File: config.mk
export PLATFORM = sky130hd
export DESIGN_NAME = rsch_ctrl
export DESIGN_NICKNAME = d
export VERILOG_FILES = /design/src/rtl/rsch_pkg.sv /design/src/rtl/rsch_ctrl.sv
export VERILOG_INCLUDE_DIRS = /design/src /design/src/rtl
export SDC_FILE = /design/constraint.sdc
export NUM_CORES = 1
export LEC_CHECK = 0
export ABC_AREA = 1
export BUFFER_PORTS_ARGS = -buffer_cell sky130_fd_sc_hd__buf_2
export CAP_MARGIN = 20
export CORE_MARGIN = 2
export CORE_UTILIZATION = 58
export DETAILED_ROUTE_END_ITERATION = 8
export GPL_ROUTABILITY_DRIVEN = 0
export GPL_TIMING_DRIVEN = 0
export PLACE_DENSITY_LB_ADDON = 0.05
export SLEW_MARGIN = 0
export SYNTH_ARGS = -nofsm -noshare
export SYNTH_HDL_FRONTEND = slang
export SYNTH_SLANG_ARGS = --single-unit
export TNS_END_PERCENT = 5
File: constraint.sdc
create_clock -name clk_i -period 4.3 [get_ports clk_i]
set_clock_uncertainty 0.1 [all_clocks]
set_input_delay 0.645 -clock clk_i [delete_from_list [all_inputs] [get_ports clk_i]]
set_output_delay 0.645 -clock clk_i [all_outputs]
set_load 0.05 [all_outputs]
File: src/rtl/ray_sphere_closest_hit_macros.svh
// Assertion macros shared by the ray-sphere closest-hit RTL.
// Expects clk_i and rst_ni in the scope of each use.
`ifndef RAY_SPHERE_CLOSEST_HIT_MACROS_SVH
`define RAY_SPHERE_CLOSEST_HIT_MACROS_SVH

// checked only out of reset
`define RSCH_ASSERT(lbl, prop, msg) \
  lbl: assert property (@(posedge clk_i) disable iff (!rst_ni) (prop)) else $error(msg);

// checked at every edge, reset included
`define RSCH_ASSERT_ALWAYS(lbl, prop, msg) \
  lbl: assert property (@(posedge clk_i) (prop)) else $error(msg);

`endif

File: src/rtl/rsch_pkg.sv
// Types and constants for the ray-sphere closest-hit block.
// Used by rsch_ctrl, rsch_datapath and ray_sphere_closest_hit.
package rsch_pkg;

  localparam int unsigned COORD_W   = 32;
  localparam int unsigned RAD_W     = 31;
  localparam int unsigned WIDE_W    = 66;  // |a|, |h|, ee, c, sqrt(disc)
  localparam int unsigned MUL_STEPS = 10;
  localparam int unsigned MS_EE     = 3;   // first e.e product
  localparam int unsigned MS_H      = 6;   // first d.e product
  localparam int unsigned MS_RR     = 9;   // r*r product

  localparam logic [30:0] T_MAX    = 31'h7FFF_FFFF;
  localparam logic [7:0]  COLOR_ON = 8'hFF;

  localparam logic CMD_LOAD = 1'b0;
  localparam logic CMD_CAST = 1'b1;

  localparam logic [1:0] CFG_ORIGIN_X = 2'd0;
  localparam logic [1:0] CFG_ORIGIN_Y = 2'd1;
  localparam logic [1:0] CFG_ORIGIN_Z = 2'd2;
  localparam logic [1:0] CFG_COUNT    = 2'd3;

  typedef enum logic [11:0] {
    ST_IDLE = 12'b0000_0000_0001,
    ST_RD   = 12'b0000_0000_0010,
    ST_MUL  = 12'b0000_0000_0100,
    ST_CHK1 = 12'b0000_0000_1000,
    ST_WMUL = 12'b0000_0001_0000,
    ST_CHK2 = 12'b0000_0010_0000,
    ST_SQRT = 12'b0000_0100_0000,
    ST_CHK3 = 12'b0000_1000_0000,
    ST_DIV  = 12'b0001_0000_0000,
    ST_CAND = 12'b0010_0000_0000,
    ST_NXT  = 12'b0100_0000_0000,
    ST_FIN  = 12'b1000_0000_0000
  } state_e;

  typedef struct packed {
    logic              tbl_wr;
    logic              ray_ld;
    logic              k_inc;
    logic              rd_en;
    logic              acc_clr;
    logic              mul_vld;
    logic [3:0]        mul_step;
    logic              wmul_start;
    logic              wmul_step;
    logic              sqrt_start;
    logic              sqrt_step;
    logic              div_start;
    logic              div_step;
    logic              cand;
    logic              res_ld;
  } cmd_t;

  typedef struct packed {
    logic empty;
    logic last;
    logic a_miss;
    logic disc_miss;
    logic root_miss;
  } sts_t;

  typedef struct packed {
    logic [COORD_W-1:0] cx;
    logic [COORD_W-1:0] cy;
    logic [COORD_W-1:0] cz;
    logic [RAD_W-1:0]   r;
  } entry_t;

endpackage

File: src/rtl/rsch_ctrl.sv
// Sequencer for the ray-sphere closest-hit block: walks each sphere through
// product, wide multiply, square root and divide phases. Uses rsch_pkg.
`include "ray_sphere_closest_hit_macros.svh"
module rsch_ctrl import rsch_pkg::*; #(
  parameter int unsigned FRAC_BITS = 16
) (
  input  logic clk_i,
  input  logic rst_ni,
  input  logic in_valid_i,
  output logic in_stall_o,
  input  logic cmd_i,
  output logic out_valid_o,
  input  logic out_stall_i,
  input  sts_t sts_i,
  output cmd_t cmd_o
);

  localparam int unsigned DIV_STEPS = WIDE_W + FRAC_BITS;
  localparam int unsigned CW        = $clog2(DIV_STEPS);

  state_e        state_q, state_d;
  logic [CW-1:0] cnt_q, cnt_d;
  logic          out_valid_q, out_valid_d;
  logic          out_free;

  assign out_free = !out_valid_q || !out_stall_i;

  always_comb begin
    state_d     = state_q;
    cnt_d       = cnt_q;
    out_valid_d = out_valid_q && out_stall_i;
    cmd_o       = '0;
    case (state_q)
      ST_IDLE: begin
        if (in_valid_i) begin
          if (cmd_i == CMD_LOAD) begin
            cmd_o.tbl_wr = 1'b1;
          end else begin
            cmd_o.ray_ld = 1'b1;
            state_d      = sts_i.empty ? ST_FIN : ST_RD;
          end
        end
      end
      ST_RD: begin
        cmd_o.rd_en   = 1'b1;
        cmd_o.acc_clr = 1'b1;
        cnt_d         = '0;
        state_d       = ST_MUL;
      end
      ST_MUL: begin
        if (cnt_q < CW'(MUL_STEPS)) begin
          cmd_o.mul_vld  = 1'b1;
          cmd_o.mul_step = 4'(cnt_q);
        end
        if (cnt_q == CW'(MUL_STEPS)) begin
          cnt_d   = '0;
          state_d = ST_CHK1;
        end else begin
          cnt_d = cnt_q + 1'b1;
        end
      end
      ST_CHK1: begin
        if (sts_i.a_miss) begin
          state_d = ST_NXT;
        end else begin
          cmd_o.wmul_start = 1'b1;
          cnt_d            = '0;
          state_d          = ST_WMUL;
        end
      end
      ST_WMUL: begin
        cmd_o.wmul_step = 1'b1;
        if (cnt_q == CW'(WIDE_W - 1)) begin
          cnt_d   = '0;
          state_d = ST_CHK2;
        end else begin
          cnt_d = cnt_q + 1'b1;
        end
      end
      ST_CHK2: begin
        if (sts_i.disc_miss) begin
          state_d = ST_NXT;
        end else begin
          cmd_o.sqrt_start = 1'b1;
          cnt_d            = '0;
          state_d          = ST_SQRT;
        end
      end
      ST_SQRT: begin
        cmd_o.sqrt_step = 1'b1;
        if (cnt_q == CW'(WIDE_W - 1)) begin
          cnt_d   = '0;
          state_d = ST_CHK3;
        end else begin
          cnt_d = cnt_q + 1'b1;
        end
      end
      ST_CHK3: begin
        if (sts_i.root_miss) begin
          state_d = ST_NXT;
        end else begin
          cmd_o.div_start = 1'b1;
          cnt_d           = '0;
          state_d         = ST_DIV;
        end
      end
      ST_DIV: begin
        cmd_o.div_step = 1'b1;
        if (cnt_q == CW'(DIV_STEPS - 1)) begin
          cnt_d   = '0;
          state_d = ST_CAND;
        end else begin
          cnt_d = cnt_q + 1'b1;
        end
      end
      ST_CAND: begin
        cmd_o.cand = 1'b1;
        state_d    = ST_NXT;
      end
      ST_NXT: begin
        if (sts_i.last) begin
          state_d = ST_FIN;
        end else begin
          cmd_o.k_inc = 1'b1;
          state_d     = ST_RD;
        end
      end
      ST_FIN: begin
        if (out_free) begin
          cmd_o.res_ld = 1'b1;
          out_valid_d  = 1'b1;
          state_d      = ST_IDLE;
        end
      end
      default: begin
        state_d = ST_IDLE;
      end
    endcase
  end

  always_ff @(posedge clk_i or negedge rst_ni) begin
    if (!rst_ni) begin
      state_q     <= ST_IDLE;
      cnt_q       <= '0;
      out_valid_q <= 1'b0;
    end else begin
      state_q     <= state_d;
      cnt_q       <= cnt_d;
      out_valid_q <= out_valid_d;
    end
  end

  assign in_stall_o  = (state_q != ST_IDLE);
  assign out_valid_o = out_valid_q;

  `RSCH_ASSERT(a_res_free, cmd_o.res_ld |-> (!out_valid_q || !out_stall_i), "result overwrite")
  `RSCH_ASSERT(a_mul_cnt, (state_q == ST_MUL) |-> (cnt_q <= CW'(MUL_STEPS)), "product count")
  `RSCH_ASSERT(a_out_src, $rose(out_valid_q) |-> ($past(state_q) == ST_FIN), "stray result")

endmodule

# Word level (Yosys, flattened, before mapping)
# Cells that the tools add are included.
[classes] add_sub_neg=1 order_cmp=1 n_eq_ne=26 mux=43 reduce_logical=8
[ops] operator="12-bit case mux with 12 select lines" count=1
[ops] operator="12-bit 2-to-1 mux" count=9
[ops] operator="7-bit case mux with 7 select lines" count=1
[ops] operator="7-bit 2-to-1 mux" count=6
[ops] operator="11-bit 2-to-1 mux" count=3
[ops] operator="2-bit != test (second input constant)" count=10
[ops] operator="1-bit 2-to-1 mux" count=18
[ops] operator="7-bit == test (second input constant)" count=2
[ops] operator="12-bit by 1-bit == test with 1-bit output (second input constant)" count=1
[ops] operator="12-bit by 10-bit == test with 1-bit output (second input constant)" count=1
[ops] operator="12-bit by 11-bit == test with 1-bit output (second input constant)" count=1
[ops] operator="12-bit == test (second input constant)" count=1
[ops] operator="12-bit by 2-bit == test with 1-bit output (second input constant)" count=1
[ops] operator="12-bit by 3-bit == test with 1-bit output (second input constant)" count=1
[ops] operator="12-bit by 4-bit == test with 1-bit output (second input constant)" count=1
[ops] operator="12-bit by 5-bit == test with 1-bit output (second input constant)" count=1
[ops] operator="12-bit by 6-bit == test with 1-bit output (second input constant)" count=1
[ops] operator="12-bit by 7-bit == test with 1-bit output (second input constant)" count=1
[ops] operator="12-bit by 8-bit == test with 1-bit output (second input constant)" count=1
[ops] operator="12-bit by 9-bit == test with 1-bit output (second input constant)" count=1
[ops] operator="12-bit by 1-bit != test with 1-bit output (second input constant)" count=1
[ops] operator="5-bit 2-to-1 mux" count=2
[ops] operator="7-bit by 1-bit adder with 7-bit output (second input constant)" count=1
[ops] operator="7-bit by 4-bit == test with 1-bit output (second input constant)" count=1
[ops] operator="other kinds (9)" count=12
[totals] regBits=20 inputBits=10 out_inout_bits=20 wordCells=82

# Depth between registers and ports, before layout
# Gate-level depths: netlist (run 1).
[logic_depth] depth_word=4 depth_mapped=12 depth_no_buf=12

# Worst setup path after synthesis (run 1)
# No wires, ideal clock.
[synth_path] path_type="flip-flop to output port" start="reg state_q[0]" end="out cmd_o[16] (netlist name)" arrival_time_ns=2.450 required_time_ns=3.555 setup_slack_ns=1.105 stages_incl_launch_ff=5 path_buffers=0 path_cell_list="dfstp_2 > inv_1 > nor3_2 > nand2_1 > nor3b_1"
[synth_rtl] item="from (decl)" line="rsch_ctrl.sv:21" text="state_e state_q, state_d;"
[synth_rtl] item="from (signal assigned)" line="rsch_ctrl.sv:147" text="state_q <= state_d;"
[synth_rtl] item="to (decl)" line="rsch_ctrl.sv:15" text="output cmd_t cmd_o"

==> run summary, run 1 <==
Status - completed
Crit. End Element - output port
Worst slew margin - 69.1%
Setup crit start kind - flop
Worst endpoint required time - 3.56 ns
Peak VDD IR - 514 uV
Critical Path AT - 1.91 ns
Leakage Power - 1.00 nW
CTS root buf - clkbuf_4
P per Cell Area - 641 nW/um^2
Post-CTS Resized - 0
Total negative slack - 0 ns
CTS buffer count - 3
Die X - 54.2 um
TritonCTS clock tree - yes
Die area - 2940 um^2
Max Slew Vio Count - 0
Clk sinks - 20
Final nets - 262
Seq/Total Area, Yosys - 34.3%
Worst-skew pair later-pin latency - 0.30 ns
Max cap viols - 0
Tcrit/Tclk final - 61.7%
1st-iter DRT viols - 24
Leading area contributor after synthesis - dfrtp_1
Vias in the first global route - 1218
Dpl ws - 1.96 ns
FF+latch area - 502 um^2
Final Hold Viols - 0
Synthesis Warnings - 0
Synthesized netlist cell count - 215
GRT Residual Overflow - 0
Pin count of the biggest net entering global routing - 21
DR WL/cell - 10.9 um
Via count - 1344
Antenna violations before repair - 0
FILL cells - 238
PnR worst setup slack - 1.64 ns
Synthesized area per cell - 6.80 um^2
Final setup fails - 0
Synth top area cells - dfrtp_1, nand2_1, nor2_1, inv_1, nand3_1
Area Growth Syn to Fin - 14.3%
RSZ-0062 raised after global routing - false
Multi-input logic area - 813 um^2
First drt pass iteration count - 6
CP Max Fanout - 9
Core box area - 2430 um^2
Io pins - 30
Starting Density - 60.1%
Wire length of the first global-routing pass - 4890 um
Fmax - 377 MHz
Port Buffers - 29
CTS Hold Bufs - 0
GRT Total Usage - 23.0%
Die Y-Extent - 54.2 um
Fraction of layout cells with a size suffix above 1 - 25.0%
Site Rows - 18
Via/cell ratio - 4.83
Clock transition at the registers of the reported paths - 0.11 ns
Tmin final - 2.66 ns
Detailed Route WL - 3040 um
Hpwl dp - 2440 um
Distinct cells, synth - 28
Worst-margin pin slew - 0.463 ns
Diode count - 0
Synthesized net count - 228
CTS max path bufs - 2
Post-synthesis instance area - 1460 um^2
Hold WC Path Type - in -> async
DRC viols - 0
Post-route ant nets - 0
H-tree depth - 1
Placed insts - 274
Post-CTS Setup Repair Bufs - 0
Synth top area share - 32.5%
Worst Setup Path Type - reg -> out
FF+latch count, synth - 20
Non-filler cells, final - 278
-- synthesized netlist by cell type --
cell type,n
dfrtp_1,19
nor3_1,6
o22ai_1,1
nor2_1,46
nor2_2,7
o21bai_1,1
nand2_2,7
xnor2_1,1
a21oi_1,6
buf_4,1
nand2_4,2
ha_1,3
o21ai_1,3
nand4_1,1
nand3_2,3
dfstp_2,1
o21ai_2,1
inv_1,35
inv_2,2
nor3_2,2
nor2_4,3
nor2_8,1
and2_1,1
nand3_1,9
nor3b_1,1
o21ai_0,2
nand2_1,46
xor2_1,4
-- final cells by class --
cell class                 count  area share (%)
buffer                         1           0.449
clock buffer                   4            1.57
inverter                      37            8.31
multi-input combinational    157            48.7
sequential                    20            30.0
tap                           30            2.25
timing repair buffer          29            8.69
-- per-layer routing --
layer,share of wire (%),global-route usage [%],vias up
met1,44,25.9,587
met4,0.76,5.00,0
met3,4.1,2.50,4
met2,52,45.2,29
met5,0,0,-
li1,-,-,724
-- cell families (layout without fill, tap and decap cells) --
kind of cell,count (synthesis),in the layout,share of synthesized area (%)
AO/OA/AOI/OAI,14,14,5.31
XOR/XNOR,5,5,3.00
adder cells (fa/ha/maj),3,3,2.57
flip-flops,20,20,34.3
AND/OR/NAND/NOR,135,135,44.8
buffers and inverters,38,71,10.0
-- registers in the layout, indices dropped and copies added, names as in the netlist --
signal / count
out_valid_o: 1
cnt_q: 7
state_q: 12
-- worst max-delay path, stage by stage (launching register included) --
cell and delay (ns):
dfrtp_1 0.42, nor2_1 0.17, nand2_2 0.14, nor2_8 0.17
nand2_1 0.11, nor3_2 0.14, inv_1 0.11, nor2_1 0.09
buf_2 0.26
-- power breakdown --
group,internal (W),switching [W],leakage (nW)
registers,0.000250,0.0000585,0.263
logic,0.000203,0.000465,0.722
clock network,0.0000361,0.0000576,0.0150
-- metrics by stage --
step	total power [W]	utilization, %	area [um^2]	hold slack, ns
after floorplan	0.000841	-	1460	0.249
after global placement	0.000967	67.6	1640	0.378
after detailed placement	0.000977	67.6	1640	0.409
after CTS	0.00107	68.7	1670	0.189
after global routing	0.00116	68.7	1670	0.206
final	0.00107	68.7	1670	0.180
-- cells in the final DEF, fill, tap and decap left out, types with 4 or more instances in the layout --
cell and n:
nor3_1 6, buf_2 29, dfrtp_1 19, inv_1 35
a21oi_1 6, nand3_1 9, nand2_2 7, nor2_1 46
nor2_2 7, nand2_1 46, xor2_1 4
-- final timing paths --
kind / from / end / slack, ns / cells past startpoint
setup / recovery: state_q[4]$_DFFE_PN0P_ / cmd_o[9] / 1.64 / 8
hold / removal: rst_ni / state_q[5]$_DFFE_PN0P_ / 0.18 / 1
setup reg to reg: cnt_q[1]$_DFFE_PN0P_ / state_q[4]$_DFFE_PN0P_ / 2.45 / 11
hold reg to reg: out_valid_o$_DFF_PN0_ / out_valid_o$_DFF_PN0_ / 0.43 / 2
max in group asynchronous: rst_ni / state_q[0]$_DFFE_PN1P_ / 3.58 / 1
min in group clk_i: out_valid_o$_DFF_PN0_ / out_valid_o$_DFF_PN0_ / 0.43 / 2
No activity file was read; power rests on OpenSTA's default activity.
==> run 2, diff against run 1 <==
--- a/config.mk
+++ b/config.mk
@@ -6,11 +6,11 @@
 export SDC_FILE = /design/constraint.sdc
 export NUM_CORES = 1
 export LEC_CHECK = 0
-export ABC_AREA = 1
+export ABC_AREA = 0
 export BUFFER_PORTS_ARGS = -buffer_cell sky130_fd_sc_hd__buf_2
 export CAP_MARGIN = 20
 export CORE_MARGIN = 2
-export CORE_UTILIZATION = 58
+export CORE_UTILIZATION = 50
 export DETAILED_ROUTE_END_ITERATION = 8
 export GPL_ROUTABILITY_DRIVEN = 0
 export GPL_TIMING_DRIVEN = 0
==> constraint.sdc (replaced) <==
create_clock -name clk_i -period 2.4 [get_ports clk_i]
set_clock_uncertainty 0.1 [all_clocks]
set_input_delay 0.36 -clock clk_i [delete_from_list [all_inputs] [get_ports clk_i]]
set_output_delay 0.36 -clock clk_i [all_outputs]
set_load 0.05 [all_outputs]
==> run summary, run 2 <==
Max Slew Vio Count - 0 (unchanged)
P per Cell Area - 1040 nW/um^2 (+62%)
Synthesized area per cell - 9.32 um^2 (+37%)
Tmin final - 2.61 ns
Dpl cell area - 1770 um^2 (+7.5%)
H-tree depth - 1 (unchanged)
Failing checks - setup timing
DR WL/cell - 15.7 um (+43%)
Area Growth Syn to Fin - 28.5%
Synth top area share - 30.5% (-2.0 points)
Detailed Route WL - 3770 um (+24%)
Site Rows - 20 (+2)
Final setup fails - 15 (+15)
Dpl ws - -0.211 ns (-2.17 ns)
Post-route ant nets - 0 (unchanged)
Vias in the first global route - 1315 (+8.0%)
Most common cell after layout, fill and taps aside - buf_2
Fraction of layout cells with a size suffix above 1 - 41.8% (+17 points)
Leakage Power - 0.940 nW (-5.9%)
Clock transition at the registers of the reported paths - 0.13 ns (+0.02 ns)
Via/cell ratio - 5.91 (+22%)
Die Y-Extent - 59.8 um (+10%)
Synth top area cells - dfrtp_1, nor3_1, nand2_1, nor2_1, o21ai_0
Hold_sp - out_stall_i
Setup crit start kind - flop
Final Hold Viols - 0 (unchanged)
Leading area contributor after synthesis - dfrtp_1
TritonCTS clock tree - yes
CTS root buf - clkbuf_4
Final nets - 222 (-15%)
Async set-or-reset flop fraction in the synthesized netlist - 100% (unchanged)
Worst-skew pair later-pin latency - 0.31 ns (about the same)
CP Max Fanout - 3 (-6)
First drt pass iteration count - 4 (-2)
Hold WC Path Type - in -> reg
Worst endpoint required time - 1.94 ns (-1.62 ns)
Via count - 1424 (+6.0%)
GRT Residual Overflow - 0 (unchanged)
Critical Path AT - 2.15 ns (+0.24 ns)
CTS buffer count - 3 (unchanged)
Die X - 59.8 um (+10%)
Starting Density - 51.8% (-8.2 points)
Core box area - 3000 um^2 (+23%)
Synthesized net count - 180 (-21%)
Worst Setup Path Type - reg -> out
Die area - 3580 um^2 (+22%)
Status - finished, violations left
Hpwl dp - 2640 um (+8.0%)
Max cap viols - 0 (unchanged)
DRC viols - 0 (unchanged)
Most frequent cells in the layout - buf_2, dfrtp_1, buf_4
CTS max path bufs - 2 (unchanged)
Post-route cell area - 2000 um^2 (+20%)
Synthesized netlist cell count - 167 (-22%)
Seq/Total Area, Yosys - 32.2% (-2.1 points)
GRT Total Usage - 21.6% (-1.4 points)
Pin count of the biggest net entering global routing - 21 (unchanged)
Fmax - 383 MHz
1st-iter DRT viols - 65 (+170%)
Commonest cells in the netlist - dfrtp_1, nand2_1, nor2_1, nor3_1, inv_1
Io pins - 30 (unchanged)
Port Buffers - 29 (unchanged)
Post-synthesis instance area - 1560 um^2 (+6.5%)
Distinct cells, synth - 55 (+96%)
Wire length of the first global-routing pass - 5890 um (+21%)
R2R setup slack - 0.04 ns (-2.41 ns)
Most frequent cell after synthesis - dfrtp_1
PnR worst setup slack - -0.212 ns (-1.86 ns)
FF+latch count, synth - 20 (unchanged)
Post-Route Utilization - 66.6% (-2.1 points)
Crit. End Element - output port
Antenna violations before repair - 0 (unchanged)
Ys flop type - dfrtp_1
Diode count - 0 (unchanged)
Crit. Startpoint - state_q[10]$_DFFE_PN0P_
Peak VDD IR - 529 uV (+2.8%)
Worst slew margin - 64.4% (-4.8 points)
Post-synth EDFFs - 0 (unchanged)
PnR Total Power - 0.00207 W (+94%)
RSZ-0062 raised after global routing - true
Synthesis Warnings - 0 (unchanged)
Max reg flops - 12 (unchanged)
Reg with most FFs - state_q
Worst-margin pin slew - 0.527 ns (+0.0643 ns)
Clk sinks - 20 (unchanged)
Tcrit/Tclk final - 109%
Worst r2r src - cnt_q[1]$_DFFE_PN0P_
## run 2: cell types whose count changed in the layout (fill, tap and decap cells not counted), sizes merged, moves of 5 or more
cell	before	now
nor2	57	13
nand2	55	13
inv	37	11
buf	30	48
nand3	12	2
nor4b	0	7
and3	0	6
nor3	8	14
nor4	0	5
## run 2: repair_timing
action / 4_1_cts / 5_1_grt
buffers inserted: 9 / 2
hold buffers: 1 / 0
endpoints found under the hold margin: 19 / 0
pin swaps: 4 / 11
gates resized for setup: 21 / 17
setup endpoints to repair: 30 / 35
## run 2: area by class of cell
class | instances | area [um^2]
clock buffers | 3 | 22.5
repair buffers | 41 | 292
clock inverters | 1 | 30.0
multi-input cells | 124 | 995
well taps | 33 | 41.3
inverters | 11 | 41.3
flip-flops and latches | 20 | 505
fillers | 244 | 1000
plain buffers | 8 | 72.6
## run 2: path summary, 6_finish.rpt
check,endpoint,depth (start not counted)
worst min register to register,out_valid_o$_DFF_PN0_,2
min in group asynchronous,state_q[1]$_DFFE_PN0P_,2
worst max register to register,state_q[11]$_DFFE_PN0P_,8
max in group asynchronous,state_q[0]$_DFFE_PN1P_,2
worst min-delay path,out_valid_o$_DFF_PN0_,3
worst max-delay path,cmd_o[3],5
## run 2: cells by family after synthesis
logic type | share of synthesized area (%)
simple gates | 35.7
compound gates | 17.5
buf+inv | 8.76
flops | 32.2
xor+xnor | 3.38
fa+ha+maj | 2.41
## run 2: layer usage
metal	up-vias	routed length, um	global-route usage, %	part of all wire [%]
li1	701	-	-	-
met1	687	1600	29.3	42
met2	34	2000	37.0	53
met3	2	151	1.95	4.0
met4	0	20	5.40	0.53
met5	-	0	0	0
## run 2: per-stage QoR
stage / setup TNS (ns) / hold slack [ns] / cells
after floorplan: -2.08 / -0.0356 / 167
after global placement: -0.583 / 0.236 / 229
after detailed placement: -0.916 / 0.243 / 229
after CTS: -3.28 / 0.178 / 239
after global routing: -4.33 / 0.202 / 241
final: -1.91 / 0.185 / 241
## run 2: power breakdown
part	switching [W]	internal, W	leakage [nW]
Sequential	0.000158	0.000434	0.262
Clock	0.000112	0.000169	0.0279
Combinational	0.000720	0.000479	0.651
## run 2: critical path: stages (launching register included)
cell     delay, ns
dfrtp_2       0.45
or4_4         0.58
nor4_4        0.18
nand2_2       0.13
nor4b_4       0.31
buf_6         0.20
